===== src/hdl/nlep_pkg.sv =====
`default_nettype none

package nlep_pkg;

   localparam int VALUE_BITS = 32;
   localparam int COUNT_BITS = 32;
   localparam int CHAR_BITS  = 8;
   localparam int OUT_BITS   = 32;

   // Division by ten as a reciprocal multiply, exact for every VALUE_BITS-wide value
   localparam int                  DIV10_SHIFT = VALUE_BITS + 3;
   localparam logic [VALUE_BITS-1:0] DIV10_MUL  =
      VALUE_BITS'(((128'd1 << DIV10_SHIFT) + 128'd9) / 128'd10);
   localparam int                  HEX_SHIFT   = 4;

   localparam logic [CHAR_BITS-1:0] KEY_CR    = 8'h0D;
   localparam logic [CHAR_BITS-1:0] KEY_BS    = 8'h08;
   localparam logic [CHAR_BITS-1:0] CHAR_0    = 8'h30;
   localparam logic [CHAR_BITS-1:0] CHAR_9    = 8'h39;
   localparam logic [CHAR_BITS-1:0] CHAR_UA   = 8'h41;
   localparam logic [CHAR_BITS-1:0] CHAR_UF   = 8'h46;
   localparam logic [CHAR_BITS-1:0] CHAR_LA   = 8'h61;
   localparam logic [CHAR_BITS-1:0] CHAR_LF   = 8'h66;
   localparam logic [3:0]           DIGIT_TEN = 4'hA;

   typedef enum logic {
      KIND_ECHO   = 1'b0,
      KIND_NUMBER = 1'b1
   } kind_type;

   typedef struct packed {
      logic       valid;
      logic [3:0] value;
   } digit_type;

   function automatic digit_type digit_of(input logic [CHAR_BITS-1:0] c, input logic hex);
      digit_type d;
      d.valid = 1'b0;
      d.value = '0;
      if (c >= CHAR_0 && c <= CHAR_9) begin
         d.valid = 1'b1;
         d.value = 4'(c - CHAR_0);
      end else if (hex && c >= CHAR_UA && c <= CHAR_UF) begin
         d.valid = 1'b1;
         d.value = 4'(c - CHAR_UA) + DIGIT_TEN;
      end else if (hex && c >= CHAR_LA && c <= CHAR_LF) begin
         d.valid = 1'b1;
         d.value = 4'(c - CHAR_LA) + DIGIT_TEN;
      end
      return d;
   endfunction

endpackage

`default_nettype wire


===== src/hdl/nlep_req_if.sv =====
`default_nettype none

interface nlep_req_if
   import nlep_pkg::*;
   ();
   logic                 valid;
   logic                 ready;
   logic [CHAR_BITS-1:0] char_in;

   modport source (output valid, output char_in, input ready);
   modport sink   (input valid, input char_in, output ready);
endinterface

`default_nettype wire


===== src/hdl/nlep_rsp_if.sv =====
`default_nettype none

interface nlep_rsp_if
   import nlep_pkg::*;
   ();
   logic                 valid;
   logic                 ready;
   logic                 kind;
   logic [CHAR_BITS-1:0] echo_char;
   logic [OUT_BITS-1:0]  number_out;

   modport source (output valid, output kind, output echo_char, output number_out,
                   input ready);
   modport sink   (input valid, input kind, input echo_char, input number_out,
                   output ready);
endinterface

`default_nettype wire


===== src/hdl/numeric_line_entry_parser.sv =====
`default_nettype none

// Channel    Direction  Handshake      Payload
// req_chan   in         valid/ready    char_in[7:0]
// rsp_chan   out        valid/ready    kind, echo_char[7:0], number_out[31:0]
// csr        in         csr_wr_en      csr_wr_data (radix_hex)
//
// A character is registered in the hold register on acceptance and decoded from there;
// the value update and any echo or finished number are written to the result register.
// Sustained rate is one character per cycle while the result register is not stalled.
// The path through the value register holds the reciprocal multiply used for backspace
// in decimal mode. Synchronous reset clears the value, digit count, radix and valid flags.
// A stalled result register holds both stages, also for characters that give no result.

module numeric_line_entry_parser
   import nlep_pkg::*;
(
   input  wire         clock,
   input  wire         reset,
   nlep_req_if.sink    req_chan,
   nlep_rsp_if.source  rsp_chan,
   input  wire         csr_wr_en,
   input  wire         csr_wr_data
);

   logic                  radix_hex_ff;
   logic                  hold_valid_ff, hold_valid_in;
   logic [CHAR_BITS-1:0]  hold_char_ff, hold_char_in;
   logic [VALUE_BITS-1:0] value_ff, value_in;
   logic [COUNT_BITS-1:0] count_ff, count_in;
   logic                  rsp_valid_ff, rsp_valid_in;
   kind_type              rsp_kind_ff, rsp_kind_in;
   logic [CHAR_BITS-1:0]  rsp_echo_ff, rsp_echo_in;
   logic [OUT_BITS-1:0]   rsp_number_ff, rsp_number_in;

   logic                      advance;
   logic                      process;
   digit_type                 digit;
   logic [2*VALUE_BITS-1:0]   div_prod;
   logic [VALUE_BITS-1:0]     value_div;
   logic [VALUE_BITS-1:0]     value_mul;

   assign advance        = !rsp_valid_ff || rsp_chan.ready;
   assign req_chan.ready = !hold_valid_ff || advance;
   assign process        = hold_valid_ff && advance;
   assign digit          = digit_of(hold_char_ff, radix_hex_ff);

   assign div_prod  = (2*VALUE_BITS)'(value_ff) * (2*VALUE_BITS)'(DIV10_MUL);
   assign value_div = radix_hex_ff ? (value_ff >> HEX_SHIFT)
                                   : VALUE_BITS'(div_prod >> DIV10_SHIFT);
   assign value_mul = radix_hex_ff ? (value_ff << HEX_SHIFT)
                                   : (value_ff << 3) + (value_ff << 1);

   always_comb begin
      hold_valid_in = hold_valid_ff;
      hold_char_in  = hold_char_ff;
      value_in      = value_ff;
      count_in      = count_ff;
      rsp_valid_in  = rsp_valid_ff;
      rsp_kind_in   = rsp_kind_ff;
      rsp_echo_in   = rsp_echo_ff;
      rsp_number_in = rsp_number_ff;

      if (req_chan.ready) begin
         hold_valid_in = req_chan.valid;
         hold_char_in  = req_chan.char_in;
      end

      if (advance) begin
         rsp_valid_in = 1'b0;
      end

      if (process) begin
         if (hold_char_ff == KEY_CR) begin
            rsp_valid_in  = 1'b1;
            rsp_kind_in   = KIND_NUMBER;
            rsp_echo_in   = '0;
            rsp_number_in = OUT_BITS'(value_ff);
            value_in      = '0;
            count_in      = '0;
         end else if (digit.valid) begin
            rsp_valid_in  = 1'b1;
            rsp_kind_in   = KIND_ECHO;
            rsp_echo_in   = hold_char_ff;
            rsp_number_in = '0;
            value_in      = value_mul + VALUE_BITS'(digit.value);
            count_in      = count_ff + 1'b1;
         end else if (hold_char_ff == KEY_BS && count_ff != '0) begin
            // drop the last digit
            rsp_valid_in  = 1'b1;
            rsp_kind_in   = KIND_ECHO;
            rsp_echo_in   = hold_char_ff;
            rsp_number_in = '0;
            value_in      = value_div;
            count_in      = count_ff - 1'b1;
         end
      end
   end

   always_ff @(posedge clock) begin
      if (reset) begin
         radix_hex_ff  <= 1'b0;
         hold_valid_ff <= 1'b0;
         value_ff      <= '0;
         count_ff      <= '0;
         rsp_valid_ff  <= 1'b0;
      end else begin
         if (csr_wr_en) begin
            radix_hex_ff <= csr_wr_data;
         end
         hold_valid_ff <= hold_valid_in;
         value_ff      <= value_in;
         count_ff      <= count_in;
         rsp_valid_ff  <= rsp_valid_in;
      end
      hold_char_ff  <= hold_char_in;
      rsp_kind_ff   <= rsp_kind_in;
      rsp_echo_ff   <= rsp_echo_in;
      rsp_number_ff <= rsp_number_in;
   end

   assign rsp_chan.valid      = rsp_valid_ff;
   assign rsp_chan.kind       = rsp_kind_ff;
   assign rsp_chan.echo_char  = rsp_echo_ff;
   assign rsp_chan.number_out = rsp_number_ff;

   a_cr_clears: assert property (@(posedge clock) disable iff (reset)
      process && hold_char_ff == KEY_CR |=> value_ff == '0 && count_ff == '0)
      else $error("value or digit count not cleared after carriage return");

   a_bs_empty_silent: assert property (@(posedge clock) disable iff (reset)
      process && hold_char_ff == KEY_BS && count_ff == '0 |=> !rsp_valid_ff)
      else $error("backspace with no digits produced a transaction");

   a_number_fields: assert property (@(posedge clock) disable iff (reset)
      rsp_valid_ff && rsp_kind_ff == KIND_NUMBER |-> rsp_echo_ff == '0)
      else $error("finished number carries an echo character");

   a_echo_fields: assert property (@(posedge clock) disable iff (reset)
      rsp_valid_ff && rsp_kind_ff == KIND_ECHO |-> rsp_number_ff == '0)
      else $error("echo transaction carries a number");

endmodule

`default_nettype wire


===== src/flat_wrapper.sv =====
// flat-port wrapper written by rule: the top's interface ports become plain ports
module numeric_line_entry_parser_flat import nlep_pkg::*;
  (clock, reset, csr_wr_en, csr_wr_data, req_chan_valid, req_chan_char_in, req_chan_ready, rsp_chan_valid, rsp_chan_kind, rsp_chan_echo_char, rsp_chan_number_out, rsp_chan_ready);
  nlep_req_if req_chan_i ();
  nlep_rsp_if rsp_chan_i ();
  input  wire clock;
  input  wire reset;
  input  wire csr_wr_en;
  input  wire csr_wr_data;
  input wire logic [$bits(req_chan_i.valid)-1:0] req_chan_valid;
  input wire logic [$bits(req_chan_i.char_in)-1:0] req_chan_char_in;
  output wire logic [$bits(req_chan_i.ready)-1:0] req_chan_ready;
  output wire logic [$bits(rsp_chan_i.valid)-1:0] rsp_chan_valid;
  output wire logic [$bits(rsp_chan_i.kind)-1:0] rsp_chan_kind;
  output wire logic [$bits(rsp_chan_i.echo_char)-1:0] rsp_chan_echo_char;
  output wire logic [$bits(rsp_chan_i.number_out)-1:0] rsp_chan_number_out;
  input wire logic [$bits(rsp_chan_i.ready)-1:0] rsp_chan_ready;
  assign req_chan_i.valid = req_chan_valid;
  assign req_chan_i.char_in = req_chan_char_in;
  assign req_chan_ready = req_chan_i.ready;
  assign rsp_chan_valid = rsp_chan_i.valid;
  assign rsp_chan_kind = rsp_chan_i.kind;
  assign rsp_chan_echo_char = rsp_chan_i.echo_char;
  assign rsp_chan_number_out = rsp_chan_i.number_out;
  assign rsp_chan_i.ready = rsp_chan_ready;
  numeric_line_entry_parser u_core (.clock(clock), .reset(reset), .req_chan(req_chan_i), .rsp_chan(rsp_chan_i), .csr_wr_en(csr_wr_en), .csr_wr_data(csr_wr_data));
endmodule

===== config.mk =====
export PLATFORM = sky130hd
export DESIGN_NAME = numeric_line_entry_parser_flat
export DESIGN_NICKNAME = d
export VERILOG_FILES = /design/src/hdl/nlep_pkg.sv /design/src/hdl/nlep_req_if.sv /design/src/hdl/nlep_rsp_if.sv /design/src/hdl/numeric_line_entry_parser.sv /design/src/flat_wrapper.sv
export SDC_FILE = /design/constraint.sdc
export NUM_CORES = 2
export LEC_CHECK = 0
export ABC_CLOCK_PERIOD_IN_PS = 8300
export BUFFER_PORTS_ARGS = -buffer_cell sky130_fd_sc_hd__buf_2
export CAP_MARGIN = 20
export CORE_MARGIN = 3
export CORE_UTILIZATION = 45
export CTS_BUF_LIST = sky130_fd_sc_hd__clkbuf_8
export DETAILED_ROUTE_END_ITERATION = 10
export SYNTH_ARGS = -nofsm -noshare
export SYNTH_HDL_FRONTEND = slang
export SYNTH_SLANG_ARGS = --single-unit

===== constraint.sdc =====
create_clock -name clock -period 8.3 [get_ports clock]
set_clock_uncertainty 0.1 [all_clocks]
set_input_delay 0.415 -clock clock [delete_from_list [all_inputs] [get_ports clock]]
set_output_delay 0.415 -clock clock [all_outputs]
set_load 0.01 [all_outputs]

==> flow_metrics.env <==
export IMPL_min_period_ps=8010
export IMPL_fin_cells=3616
export IMPL_r2r_end="u_core.value_ff[25]"
export IMPL_antenna_found_initial=0
export IMPL_nets=3667
export IMPL_start_util_pct=45.8
export IMPL_synth_top_cell_by_area="fa_1"
export IMPL_total_power_mw=1.32
export IMPL_drive_gt1_share_pct=8.51
export IMPL_synth_edf_count=49
export IMPL_clk_path_buf_depth=2
export IMPL_syn_inst=2726
export IMPL_synth_area_um2=25400
export IMPL_slew_headroom_pct=32.5
export IMPL_end_kind="flip-flop"
export IMPL_slew_violations=0
export IMPL_hold_viol_final=0
export IMPL_die_y_um=244
export IMPL_drt_iter0_markers=1372
export IMPL_synth_common_cells="inv_1, ha_1, fa_1"
export IMPL_ys_flop_type="dfxtp_1"
export IMPL_io_pins=57
export IMPL_die_w_um=244
export IMPL_crit_top_cell="fa_1"
export IMPL_setup_viol=0
export IMPL_core_region_area_um2=55400
export IMPL_dp_cells=3574
export IMPL_tritoncts="built"
export IMPL_clkSinkCount=116
export IMPL_gr_total_overflow=0
export IMPL_area_growth_pct=9.22
export IMPL_cap_violations=0
export IMPL_r2r_setup_slack_ps=290
export IMPL_p_leak_nw=15.2
export IMPL_dieArea_um2=59300
export IMPL_vias=20000
export IMPL_cts_made_buffers=17
export IMPL_critPathLaunchType="flip-flop"
export IMPL_tns_ps=0
export IMPL_clockRootBuffer="clkbuf_8"
export IMPL_yosysTopAreaCellShare_pct=30.7
export IMPL_min_from="req_chan_char_in[6]"
export IMPL_synthDistinctLibCells=80
export IMPL_clkLatencyLatePin_ps=480
export IMPL_wl_per_cell_um=22.8
export IMPL_tightest_slew_ps=1010
export IMPL_min_path_type="in2reg"
export IMPL_whs_endpoint="u_core.hold_char_ff[6]"
export IMPL_critical_path_required_ps=8590
export IMPL_hpwl_mm=71.0
export IMPL_yosys_top_cells_area="fa_1, ha_1, inv_1, edfxtp_1, dfxtp_1"
export IMPL_syn_avg_cell_area_um2=9.31
export IMPL_crit_type="reg2reg"
export IMPL_max_freq_mhz=125
export IMPL_grt_max_degree=81
export IMPL_wirelength_mm=82.3
export IMPL_drtPass1Iterations=5
export IMPL_drc=0
export IMPL_portBuffers=56
export IMPL_gp_routability_congestion=0.988
export IMPL_max_stage_delay_ps=580
export IMPL_rr_worst_depth=26
export IMPL_rows=86
export IMPL_clkSlewWorstSetupHoldPaths_ps=80
export IMPL_grt_pass1_vias=21200
export IMPL_yosys_cell_count_top_type="inv_1"
export IMPL_async_flop_share_pct=0
export IMPL_peakVddDrop_uv=95.3
export IMPL_antenna_cells=0
export IMPL_cp_arrival_ps=8300
export IMPL_ys_ff_latch=116
export IMPL_grt_util_all_layers_pct=28.5
export IMPL_ant_nets=0
export IMPL_grt_pass1_wl_mm=128
export IMPL_ys_warn_count=0
export IMPL_synth_seq_area_share_pct=11.1
export IMPL_status="finished, final reports clean"
export IMPL_crit_fanout=7
export IMPL_holdPathStages=1
export IMPL_htreeDepth=4
export IMPL_power_density_nw_per_um2=47.5
export IMPL_vias_per_cell=5.54
export IMPL_synth_nets=3538
export IMPL_reg2reg_from="u_core.value_ff[4]"
export IMPL_period_share_pct=96.5
export IMPL_cpMaxStageDelayCell="dfxtp_1"
worst max-delay path by stage:
stage / slack, ps / endpoint / cells after the start / from
after floorplan: 720 / u_core.value_ff[22] / 26 / u_core.value_ff[19]
after global placement: 250 / u_core.value_ff[23] / 27 / u_core.value_ff[19]
after detailed placement: 130 / u_core.value_ff[25] / 27 / u_core.value_ff[6]
after CTS: 80 / u_core.value_ff[25] / 27 / u_core.value_ff[6]
after global routing: -10 / u_core.value_ff[25] / 26 / u_core.value_ff[11]
final: 290 / u_core.value_ff[25] / 26 / u_core.value_ff[4]
state kept, by name, summed over array words and instances, names as in the netlist:
signal,cells
u_core.rsp_chan.valid,1
u_core.radix_hex_ff,1
u_core.hold_char_ff,8
u_core.rsp_chan.echo_char,8
u_core.rsp_chan.kind,1
u_core.count_ff,32
u_core.value_ff,32
u_core.hold_valid_ff,1
u_core.rsp_chan.number_out,32
cells by family (layout without fill, tap and decap cells):
family                   count (synthesis)  in the layout  share of synthesized area, %
multiplexers                             9              9                         0.365
flip-flops                             116            116                          11.1
XOR/XNOR                               136            136                          4.69
adder cells (fa/ha/maj)                798            798                          50.8
AND/OR/NAND/NOR                        463            463                          9.13
AO/OA/AOI/OAI                          487            487                          13.3
buffers and inverters                  717            859                          10.6
final cells by class:
cell class                 count  area, um2
tap                          748        936
multi-input combinational   1893      19900
timing repair buffer         178       1210
clock inverter                13        130
sequential                   116       2820
inverter                     649       2440
fill                        5249      27700
clock buffer                  19        262
worst max-delay path, delay by kind of cell, from the launching register on:
kind / cells / cell delay, ps
AND/OR/NAND/NOR: 3 / 600
flip-flops: 1 / 580
AO/OA/AOI/OAI: 7 / 1490
buffers and inverters: 5 / 420
multiplexers: 1 / 380
XOR/XNOR: 1 / 190
adder cells (fa/ha/maj): 9 / 4140
cell usage in the layout, fill, tap and decap left out, types with 7 or more instances in the layout:
cell	Yosys	final
clkbuf_8	0	19
o21ai_0	64	64
o211ai_1	11	11
fa_1	389	388
o21bai_1	12	12
a22oi_1	21	21
a211oi_1	14	14
and2_1	45	45
nand3_1	43	43
a22o_1	11	11
nor2b_1	18	18
a222oi_1	13	13
edfxtp_1	49	49
and3_1	15	15
dfxtp_1	67	58
xnor2_1	66	66
inv_1	649	649
nor4_1	15	15
nor2_1	111	111
or3_1	8	8
nand2b_1	14	13
a211o_1	7	7
mux2i_1	7	7
a21oi_1	132	131
buf_4	0	115
a31oi_1	14	14
buf_2	6	56
ha_1	409	405
nand4_1	21	21
nand2_1	114	114
nor3_1	30	30
o31ai_1	12	11
dlygate4sd3_1	0	7
a21o_1	78	78
o21a_1	13	13
xor2_1	70	69
dfxtp_2	0	9
power breakdown:
part           leakage (nW)  switching, mW  internal [mW]
Clock                 0.205          0.278          0.282
Combinational          14.0         0.0933         0.0616
Sequential             1.02        0.00612          0.597
Total                  15.2          0.378          0.940
per-layer routing:
metal / track usage (%) / vias up / share of wire, %
li1: - / 9225 / -
met1: 39.5 / 10100 / 45
met2: 46.3 / 595 / 46
met3: 3.68 / 136 / 5.1
met4: 9.42 / 0 / 4.1
met5: 0 / - / 0
through the flow:
step                      hold slack (ps)  setup slack (ps)  utilization, %  area, um2
final                                29.0               288            50.0      27700
after global routing                 2.61             -12.1            50.0      27700
after CTS                          0.0939              78.9            49.9      27700
after detailed placement              361               129            49.1      27200
after global placement                362               246            49.1      27200
after floorplan                       349               718               -      25400
what timing repair did:
action                                  CTS  global route
endpoints found under the setup margin    0            10
resized for setup                         0            20
setup buffers                             0             3
hold endpoints to repair                  7             0
hold buffers                              7             0
No activity file was read; power rests on OpenSTA's default activity.
